--- src/rtl/windowed_rms_level_meter_macros.svh ---
// ----------------------------------------------------------------------------
// Assertion macros for the windowed RMS level meter
// Concurrent property wrappers on the rising clock edge, disabled in reset.
// ----------------------------------------------------------------------------
`ifndef WINDOWED_RMS_LEVEL_METER_MACROS_SVH
`define WINDOWED_RMS_LEVEL_METER_MACROS_SVH

// Same-cycle implication
`define WRMS_ASSERT_IMP(label, clk, rst_n, ante, cons, msg) \
    label: assert property (@(posedge clk) disable iff (!rst_n) (ante) |-> (cons)) \
        else $error(msg);

// Next-cycle implication
`define WRMS_ASSERT_NXT(label, clk, rst_n, ante, cons, msg) \
    label: assert property (@(posedge clk) disable iff (!rst_n) (ante) |=> (cons)) \
        else $error(msg);

`endif

--- src/rtl/wrms_pkg.sv ---
// ----------------------------------------------------------------------------
// wrms_pkg
// Shared constants and register indexes of the windowed RMS level meter.
// ----------------------------------------------------------------------------
package wrms_pkg;

    // Default structural parameters
    localparam int DEF_MAX_CHANNELS = 8;
    localparam int DEF_SAMPLE_BITS  = 24;
    localparam int DEF_WINDOW_BITS  = 16;

    // Fixed field and register widths
    localparam int SUM_BITS      = 62;
    localparam int ACC_BITS      = 64;
    localparam int WL_BITS       = 16;
    localparam int CC_BITS       = 4;
    localparam int CFG_DATA_BITS = 16;
    localparam int CFG_IDX_BITS  = 2;
    localparam int CHAN_OUT_BITS = 3;

    // Register reset values
    localparam logic [WL_BITS-1:0] WL_RESET = 16'd1024;
    localparam logic [CC_BITS-1:0] CC_RESET = 4'd2;

    // Configuration register indexes
    typedef enum logic [CFG_IDX_BITS-1:0] {
        REG_WINDOW_LENGTH = 2'd0,
        REG_CHANNEL_COUNT = 2'd1,
        REG_MUTED         = 2'd2
    } cfg_reg_t;

endpackage

--- src/rtl/windowed_rms_level_meter.sv ---
// ----------------------------------------------------------------------------
// windowed_rms_level_meter: each sample is accepted, squared and written back in turn.
// Window end: per active channel, a read, a load, the 62-step divider, the 31-step root unit
// and the output; output stalls can hold it. Input is held off meanwhile.
// aresetn (sync, low) restores register defaults and marks all sums empty at once.
// ----------------------------------------------------------------------------
module windowed_rms_level_meter #(
    parameter int MAX_CHANNELS = wrms_pkg::DEF_MAX_CHANNELS,
    parameter int SAMPLE_BITS  = wrms_pkg::DEF_SAMPLE_BITS,
    parameter int WINDOW_BITS  = wrms_pkg::DEF_WINDOW_BITS
) (
    input  logic                                aclk,
    input  logic                                aresetn,
    // configuration write port
    input  logic                                cfg_wr_en,
    input  logic [wrms_pkg::CFG_IDX_BITS-1:0]   cfg_index,
    input  logic [wrms_pkg::CFG_DATA_BITS-1:0]  cfg_wr_data,
    // sample stream
    input  logic                                s_tvalid,
    output logic                                s_tready,
    input  logic [((SAMPLE_BITS+7)/8)*8-1:0]    s_tdata,   // [SAMPLE_BITS-1:0] sample
    // result stream
    output logic                                m_tvalid,
    input  logic                                m_tready,
    output logic [((SAMPLE_BITS+7)/8)*8-1:0]    m_tdata,   // [SAMPLE_BITS-1:0] rms_level
    output logic [wrms_pkg::CHAN_OUT_BITS-1:0]  m_tuser,   // [2:0] channel
    output logic                                m_tlast    // last result of window
);
    import wrms_pkg::*;

    localparam int DATA_BITS = ((SAMPLE_BITS + 7) / 8) * 8;
    localparam int CH_BITS   = (MAX_CHANNELS > 1) ? $clog2(MAX_CHANNELS) : 1;
    localparam int CNT_BITS  = $clog2(MAX_CHANNELS + 1);
    localparam int CW_BITS   = ((CC_BITS > CNT_BITS) ? CC_BITS : CNT_BITS) + 1;
    localparam int SQ_BITS   = 2 * SAMPLE_BITS;
    localparam int ROOT_BITS = SUM_BITS / 2;
    localparam int ITER_BITS = $clog2(SUM_BITS);
    localparam int FCMP_BITS = (WINDOW_BITS > WL_BITS) ? WINDOW_BITS : WL_BITS;
    localparam int RCMP_BITS = 33;

    localparam logic [SUM_BITS-1:0]  SUM_MAX = '1;
    localparam logic [RCMP_BITS-1:0] RMS_MAX = RCMP_BITS'(1) << (SAMPLE_BITS - 1);

    typedef enum logic [2:0] {
        S_IDLE,
        S_SQ,
        S_ACC,
        S_RD,
        S_LOAD,
        S_DIV,
        S_SQRT,
        S_OUT
    } state_t;

    // Control registers
    state_t                   state_reg;
    logic [WL_BITS-1:0]       wl_reg;
    logic [CC_BITS-1:0]       cc_reg;
    logic                     muted_reg;
    logic [WINDOW_BITS-1:0]   fc_reg;
    logic [CH_BITS-1:0]       pos_reg;
    logic [MAX_CHANNELS-1:0]  valid_reg;
    logic [CH_BITS-1:0]       k_reg;
    logic [ITER_BITS-1:0]     iter_reg;
    logic                     m_tvalid_reg;

    // Datapath registers
    logic [CH_BITS-1:0]       ch_reg;
    logic [SAMPLE_BITS-1:0]   mag_reg;
    logic [SQ_BITS-1:0]       sq_reg;
    logic [SUM_BITS-1:0]      rd_data_reg;
    logic [SUM_BITS-1:0]      dq_reg;
    logic [WL_BITS-1:0]       rem_reg;
    logic [ROOT_BITS:0]       srem_reg;
    logic [ROOT_BITS-1:0]     root_reg;
    logic [DATA_BITS-1:0]     m_tdata_reg;
    logic [CHAN_OUT_BITS-1:0] m_tuser_reg;
    logic                     m_tlast_reg;

    // Channel sums memory
    logic [SUM_BITS-1:0]      sums_mem [MAX_CHANNELS];

    // Combinational signals
    logic [CW_BITS-1:0]       cc_wide;
    logic [CNT_BITS-1:0]      act_cnt;
    logic [WL_BITS-1:0]       wl_eff;
    logic                     take;
    logic [SAMPLE_BITS-1:0]   sample;
    logic [SAMPLE_BITS-1:0]   mag_next;
    logic [CH_BITS-1:0]       ch_start;
    logic                     mem_rd_en;
    logic [CH_BITS-1:0]       mem_rd_addr;
    logic                     mem_wr_en;
    logic [SUM_BITS-1:0]      sum_old;
    logic [ACC_BITS-1:0]      acc_sum;
    logic [SUM_BITS-1:0]      sum_next;
    logic [CNT_BITS-1:0]      ch_inc;
    logic                     frame_wrap;
    logic [CH_BITS-1:0]       pos_next;
    logic [WINDOW_BITS-1:0]   fc_after;
    logic                     window_end;
    logic [WINDOW_BITS-1:0]   fc_next;
    logic [WL_BITS:0]         div_trial;
    logic                     div_ge;
    logic [WL_BITS:0]         div_diff;
    logic [WL_BITS-1:0]       rem_step;
    logic [SUM_BITS-1:0]      quo_step;
    logic [ROOT_BITS+2:0]     sq_trial_rem;
    logic [ROOT_BITS+2:0]     sq_trial_sub;
    logic                     sq_ge;
    logic [ROOT_BITS+2:0]     sq_diff;
    logic [ROOT_BITS:0]       srem_step;
    logic [ROOT_BITS-1:0]     root_step;
    logic [SAMPLE_BITS-1:0]   rms_sat;
    logic                     out_last;
    logic                     out_load;

    // Effective channel count and window length
    always_comb begin
        cc_wide = CW_BITS'(cc_reg);
        if (cc_reg == '0) begin
            act_cnt = CNT_BITS'(1);
        end else if (cc_wide > CW_BITS'(MAX_CHANNELS)) begin
            act_cnt = CNT_BITS'(MAX_CHANNELS);
        end else begin
            act_cnt = cc_wide[CNT_BITS-1:0];
        end
        wl_eff = (wl_reg == '0) ? WL_BITS'(1) : wl_reg;
    end

    // Input request: magnitude and starting channel
    assign s_tready = (state_reg == S_IDLE);
    assign take     = s_tvalid && s_tready && !muted_reg;
    assign sample   = s_tdata[SAMPLE_BITS-1:0];
    assign mag_next = sample[SAMPLE_BITS-1] ? (~sample + SAMPLE_BITS'(1)) : sample;
    assign ch_start = (CNT_BITS'(pos_reg) >= act_cnt) ? '0 : pos_reg;

    // Memory port control
    assign mem_rd_en   = take || (state_reg == S_RD);
    assign mem_rd_addr = (state_reg == S_RD) ? k_reg : ch_start;
    assign mem_wr_en   = (state_reg == S_ACC);

    // Saturating accumulate, position and frame count
    always_comb begin
        sum_old    = valid_reg[ch_reg] ? rd_data_reg : '0;
        acc_sum    = ACC_BITS'(sum_old) + ACC_BITS'(sq_reg);
        sum_next   = (acc_sum > ACC_BITS'(SUM_MAX)) ? SUM_MAX : acc_sum[SUM_BITS-1:0];
        ch_inc     = CNT_BITS'(ch_reg) + CNT_BITS'(1);
        frame_wrap = (ch_inc >= act_cnt);
        pos_next   = frame_wrap ? '0 : ch_inc[CH_BITS-1:0];
        fc_after   = frame_wrap ? (fc_reg + WINDOW_BITS'(1)) : fc_reg;
        window_end = (FCMP_BITS'(fc_after) >= FCMP_BITS'(wl_eff));
    end

    // Restoring divider step: one quotient bit
    always_comb begin
        div_trial = {rem_reg, dq_reg[SUM_BITS-1]};
        div_diff  = div_trial - {1'b0, wl_eff};
        div_ge    = (div_trial >= {1'b0, wl_eff});
        rem_step  = div_ge ? div_diff[WL_BITS-1:0] : div_trial[WL_BITS-1:0];
        quo_step  = {dq_reg[SUM_BITS-2:0], div_ge};
    end

    // Digit-by-digit root step: one root bit per two radicand bits
    always_comb begin
        sq_trial_rem = {srem_reg, dq_reg[SUM_BITS-1 -: 2]};
        sq_trial_sub = (ROOT_BITS+3)'({root_reg, 2'b01});
        sq_diff      = sq_trial_rem - sq_trial_sub;
        sq_ge        = (sq_trial_rem >= sq_trial_sub);
        srem_step    = sq_ge ? sq_diff[ROOT_BITS:0] : sq_trial_rem[ROOT_BITS:0];
        root_step    = {root_reg[ROOT_BITS-2:0], sq_ge};
    end

    // Result saturation and output hand-over
    assign rms_sat  = (RCMP_BITS'(root_reg) > RMS_MAX) ? RMS_MAX[SAMPLE_BITS-1:0]
                                                         : SAMPLE_BITS'(root_reg);
    assign out_last = ((CNT_BITS'(k_reg) + CNT_BITS'(1)) == act_cnt);
    assign out_load = (state_reg == S_OUT) && (!m_tvalid_reg || m_tready);

    // Frame count next value; a window write at or below the count clears it
    always_comb begin
        fc_next = fc_reg;
        if (state_reg == S_ACC) begin
            fc_next = fc_after;
        end
        if (out_load && out_last) begin
            fc_next = '0;
        end
        if (cfg_wr_en && (cfg_index == REG_WINDOW_LENGTH) &&
            (FCMP_BITS'(fc_next) >= FCMP_BITS'(cfg_wr_data[WL_BITS-1:0]))) begin
            fc_next = '0;
        end
    end

    // Sums memory: one write and one registered read port
    always_ff @(posedge aclk) begin
        if (mem_wr_en) begin
            sums_mem[ch_reg] <= sum_next;
        end
        if (mem_rd_en) begin
            rd_data_reg <= sums_mem[mem_rd_addr];
        end
    end

    // Sequencer, configuration and registered outputs
    always_ff @(posedge aclk) begin
        if (!aresetn) begin
            state_reg    <= S_IDLE;
            wl_reg       <= WL_RESET;
            cc_reg       <= CC_RESET;
            muted_reg    <= 1'b0;
            fc_reg       <= '0;
            pos_reg      <= '0;
            valid_reg    <= '0;
            k_reg        <= '0;
            iter_reg     <= '0;
            m_tvalid_reg <= 1'b0;
        end else begin
            fc_reg <= fc_next;

            // configuration writes
            if (cfg_wr_en) begin
                case (cfg_index)
                    REG_WINDOW_LENGTH: wl_reg    <= cfg_wr_data[WL_BITS-1:0];
                    REG_CHANNEL_COUNT: cc_reg    <= cfg_wr_data[CC_BITS-1:0];
                    REG_MUTED:         muted_reg <= cfg_wr_data[0];
                    default:           ;
                endcase
            end

            // output register drains on request taken
            if (out_load) begin
                m_tvalid_reg <= 1'b1;
            end else if (m_tready) begin
                m_tvalid_reg <= 1'b0;
            end

            case (state_reg)
                S_IDLE: begin
                    if (take) begin
                        ch_reg    <= ch_start;
                        mag_reg   <= mag_next;
                        state_reg <= S_SQ;
                    end
                end
                S_SQ: begin
                    sq_reg    <= SQ_BITS'(mag_reg) * SQ_BITS'(mag_reg);
                    state_reg <= S_ACC;
                end
                S_ACC: begin
                    valid_reg[ch_reg] <= 1'b1;
                    pos_reg           <= pos_next;
                    k_reg             <= '0;
                    state_reg         <= window_end ? S_RD : S_IDLE;
                end
                S_RD: begin
                    state_reg <= S_LOAD;
                end
                S_LOAD: begin
                    dq_reg    <= valid_reg[k_reg] ? rd_data_reg : '0;
                    rem_reg   <= '0;
                    iter_reg  <= '0;
                    state_reg <= S_DIV;
                end
                S_DIV: begin
                    dq_reg  <= quo_step;
                    rem_reg <= rem_step;
                    if (iter_reg == ITER_BITS'(SUM_BITS - 1)) begin
                        iter_reg  <= '0;
                        srem_reg  <= '0;
                        root_reg  <= '0;
                        state_reg <= S_SQRT;
                    end else begin
                        iter_reg <= iter_reg + ITER_BITS'(1);
                    end
                end
                S_SQRT: begin
                    dq_reg   <= {dq_reg[SUM_BITS-3:0], 2'b00};
                    srem_reg <= srem_step;
                    root_reg <= root_step;
                    iter_reg <= iter_reg + ITER_BITS'(1);
                    if (iter_reg == ITER_BITS'(ROOT_BITS - 1)) begin
                        state_reg <= S_OUT;
                    end
                end
                S_OUT: begin
                    if (out_load) begin
                        m_tdata_reg <= DATA_BITS'(rms_sat);
                        m_tuser_reg <= CHAN_OUT_BITS'(k_reg);
                        m_tlast_reg <= out_last;
                        if (out_last) begin
                            valid_reg <= '0;
                            state_reg <= S_IDLE;
                        end else begin
                            k_reg     <= k_reg + CH_BITS'(1);
                            state_reg <= S_RD;
                        end
                    end
                end
                default: begin
                    state_reg <= S_IDLE;
                end
            endcase
        end
    end

    assign m_tvalid = m_tvalid_reg;
    assign m_tdata  = m_tdata_reg;
    assign m_tuser  = m_tuser_reg;
    assign m_tlast  = m_tlast_reg;

    // Checks
    `include "windowed_rms_level_meter_macros.svh"

    // closing a window empties every sum and the frame count
    `WRMS_ASSERT_NXT(a_window_clear, aclk, aresetn, out_load && out_last, (valid_reg == '0) && (fc_reg == '0), "window end left sums or frame count")

    // channel position stays inside the active channels after write-back
    `WRMS_ASSERT_NXT(a_pos_range, aclk, aresetn, (state_reg == S_ACC) && !cfg_wr_en, CNT_BITS'(pos_reg) < act_cnt, "channel position beyond active count")

    // a delivered level never exceeds full scale
    `WRMS_ASSERT_IMP(a_rms_range, aclk, aresetn, m_tvalid, RCMP_BITS'(m_tdata[SAMPLE_BITS-1:0]) <= RMS_MAX, "rms level above full scale")

endmodule

--- config.mk ---
export PLATFORM = sky130hd
export DESIGN_NAME = windowed_rms_level_meter
export DESIGN_NICKNAME = d
export VERILOG_FILES = /design/src/rtl/wrms_pkg.sv /design/src/rtl/windowed_rms_level_meter.sv
export VERILOG_INCLUDE_DIRS = /design/src /design/src/rtl
export SDC_FILE = /design/constraint.sdc
export NUM_CORES = 2
export LEC_CHECK = 0
export BUFFER_PORTS_ARGS = -buffer_cell sky130_fd_sc_hd__buf_2
export CORE_MARGIN = 1.5
export CORE_UTILIZATION = 30
export CTS_CLUSTER_DIAMETER = 50
export DETAILED_ROUTE_END_ITERATION = 16
export PLACE_DENSITY_LB_ADDON = 0.2
export SYNTH_ARGS = -nofsm -noshare
export SYNTH_HDL_FRONTEND = slang
export SYNTH_SLANG_ARGS = --single-unit
--- constraint.sdc ---
create_clock -name aclk -period 21.7 [get_ports aclk]
set_clock_uncertainty 0.15 [all_clocks]
set_input_delay 0 -clock aclk [delete_from_list [all_inputs] [get_ports aclk]]
set_output_delay 0 -clock aclk [all_outputs]
set_load 0.01 [all_outputs]
==> results.py <==
metrics = {
    "setup_path": {
        "critPathTopFamily": "adder cells",
        "cp_max_fo": 25,
        "required_ns": 22.02,
        "cp_common_cell": "fa_1",
        "critPathMaxStageDelay_ns": 1.16,
        "path_cells": "nand2_1, fa_1, inv_1, fa_1, fa_1, inv_1, fa_1, inv_1, fa_1, fa_1, inv_1, fa_1, inv_1, ha_1, a21o_1, a21oi_1, o2111ai_1, nor3_1, o21ai_0, o21ai_0, o31ai_1, a221oi_1, o21ai_0, xor2_1",
        "cp-start-kind": "flip-flop",
        "crit_arrival_ns": 8.69,
        "crit_type": "reg -> reg",
        "cp-end-kind": "flip-flop",
        "crit_buf_inv": 5,
        "slowest_stage": "edfxtp_1",
    },
    "clocking": {
        "cts_sinks": 862,
        "cts_buffers": 115,
        "clk_path_buf_depth": 3,
        "cts-root-buf": "clkbuf_16",
        "worstSkewPairLatency_ns": 0.78,
        "clkTransAtPathRegs_ns": 0.05,
        "post_cts_resized": 0,
        "htree_levels": 3,
        "cts_tree": "yes",
    },
    "yosys": {
        "yosys_warnings": 0,
        "synth.distinct_cells": 91,
        "synth-edff-count": 801,
        "ys_ff_latch": 862,
        "ys.flop_type": "edfxtp_1",
        "async_flop_share": 0,
        "synth_common_cells": "nand2_1 (905), edfxtp_1 (801), inv_1 (787)",
        "yosys-top-cells-area": "edfxtp_1 (42%), fa_1 (15%), ha_1 (6.9%)",
        "synth-seq-area-share": 0.437,
        "yosysTopAreaCell": "edfxtp_1",
        "syn_inst": 5552,
        "synth.top_cell.area_share": 0.416,
        "avgSynthCellArea_um2": 10.4,
        "syn_nets": 6352,
        "yosysMostFrequentCell": "nand2_1",
        "synth_area_um2": 57900,
    },
    "sta": {
        "fmax_mhz": 119,
        "min_period_over_period": 0.386,
        "fin_tns_setup_ns": 0,
        "min_period_ns": 8.37,
        "max_slew_margin": 0.186,
        "finalHoldViolCount": 0,
        "grt_setup_unrepaired": "no",
        "tightest_slew_ns": 1.22,
        "setup_violations": 0,
        "drv_slew": 0,
        "holdWs_ns": 0.0652,
    },
    "floorplan": {
        "start_util": 0.301,
        "dieArea_um2": 196000,
        "ios": 77,
        "die_y_um": 442,
        "coreArea_um2": 192000,
        "rows": 161,
        "die_w_um": 442,
    },
    "layout": {
        "nFillCells": 19535,
        "area_growth_pct": 14.7,
        "drive_gt1_frac": 0.0661,
        "layout.cells.non_filler": 8309,
        "finalNetCount": 6484,
        "regArea_um2": 25300,
        "largest_reg_flops": 496,
        "multi_input_area_um2": 28700,
        "num_antenna_cells": 0,
        "final_core_util": 0.345,
    },
    "routing": {
        "vias": 39359,
        "routed_wl_um": 151000,
        "drt_iter0_markers": 2517,
        "wl_per_cell_um": 18.2,
        "detail-route-antenna-nets": 0,
        "post-route-drc-count": 0,
        "vias_per_cell": 4.74,
        "dr.pass1.iters": 8,
    },
    "hold_path": {
        "min-delay-path-class": "in -> reg",
    },
    "placed_design": {
        "port_buffers": 76,
        "placed_cells": 7948,
        "place_congestion": 0.818,
        "hpwl_um": 98300,
    },
    "grt": {
        "grt_pass1_wl_um": 238000,
        "grt_pass1_vias": 40842,
        "grt-ovfl-total": 0,
        "antenna_found_initial": 0,
        "grt_util_all_layers": 0.154,
        "grt_start_max_net_pins": 138,
    },
    "status": {
        "outcome": "finished clean",
    },
    "run": {
        "drv_cap": 0,
    },
}
==> routing by layer <==
metal | vias up | routed length, µm | track usage
li1 | 19021 | - | -
met1 | 19459 | 70500 | 0.209
met2 | 693 | 72100 | 0.261
met3 | 186 | 5160 | 0.0182
met4 | 0 | 3120 | 0.0347
met5 | - | 0 | 0
==> cell usage in the layout, fill, tap and decap left out, types with 28 or more instances in the layout <==
cell type / netlist / routed
buf_2: 3 / 76
inv_1: 787 / 786
a21o_1: 80 / 80
xor2_1: 62 / 62
fa_1: 434 / 434
edfxtp_1: 801 / 801
nor2b_1: 75 / 75
nor4_1: 31 / 30
and2_1: 155 / 153
mux2i_1: 47 / 46
o21ai_0: 144 / 144
dfxtp_1: 61 / 61
nor2_1: 218 / 212
nand3_1: 366 / 365
buf_4: 1 / 51
a21oi_1: 194 / 190
ha_1: 319 / 319
xnor2_1: 124 / 124
nand4_1: 41 / 41
a211oi_1: 28 / 28
clkbuf_16: 0 / 115
dlygate4sd3_1: 0 / 145
nor3_1: 47 / 44
a222oi_1: 60 / 60
nand2_1: 905 / 905
==> worst reg2reg max path, stage by stage, from the launching register on <==
cell and delay (ns):
edfxtp_1 1.16, nand2_1 0.28, fa_1 0.59, inv_1 0.05, fa_1 0.49, fa_1 0.49
inv_1 0.05, fa_1 0.49, inv_1 0.05, fa_1 0.49, fa_1 0.54, inv_1 0.05
fa_1 0.53, inv_1 0.04, ha_1 0.37, a21o_1 0.21, a21oi_1 0.17, o2111ai_1 0.12
nor3_1 0.29, o21ai_0 0.26, o21ai_0 0.41, o31ai_1 0.19, a221oi_1 0.38, o21ai_0 0.15
xor2_1 0.16
==> path summary, 6_finish.rpt <==
kind | from | end | slack (ns) | cells past startpoint
worst min register to register | pos_reg[1]$_SDFFE_PN0P_ | pos_reg[1]$_SDFFE_PN0P_ | 0.33 | 2
worst min-delay path | s_tdata[19] | mag_reg[19]$_DFFE_PP_ | 0.07 | 3
worst max register to register | mag_reg[3]$_DFFE_PP_ | sq_reg[45]$_DFFE_PP_ | 13.33 | 24
worst max-delay path | mag_reg[3]$_DFFE_PP_ | sq_reg[45]$_DFFE_PP_ | 13.33 | 24
==> per-stage QoR <==
| stage | setup slack [ns] | cell area (µm²) |
|---|---|---|
| CTS | 13.29 | 66400 |
| global placement | 13.29 | 60900 |
| floorplan | 13.80 | 57900 |
| finish | 13.33 | 66400 |
| detailed placement | 13.27 | 60900 |
| global route | 12.83 | 66400 |
==> kinds of logic after synthesis <==
group | count (synthesis) | share of synthesized area
xor gates and xnor gates | 186 | 0.0282
muxes | 54 | 0.0101
adders and majority gates | 753 | 0.219
AOI/OAI and AO/OA | 685 | 0.0789
buffers and inverters | 1045 | 0.0698
and+or+nand+nor | 1967 | 0.157
DFF | 862 | 0.437
==> final cells by class <==
cell class | count | share of cell area
Clock inverter | 85 | 0.0161
Clock buffer | 131 | 0.0446
Multi-Input combinational cell | 3645 | 0.433
Timing Repair Buffer | 273 | 0.0337
Inverter | 787 | 0.0445
Tap cell | 2526 | 0.0476
Sequential cell | 862 | 0.381
==> repair_timing <==
action / in CTS / in global routing
hold buffers: 145 / 0
buffers inserted: 0 / 0
endpoints found under the hold margin: 73 / 0
Power is not shown: default switching activity piles up to over one toggle a cycle in this logic, so the estimate is an artifact.
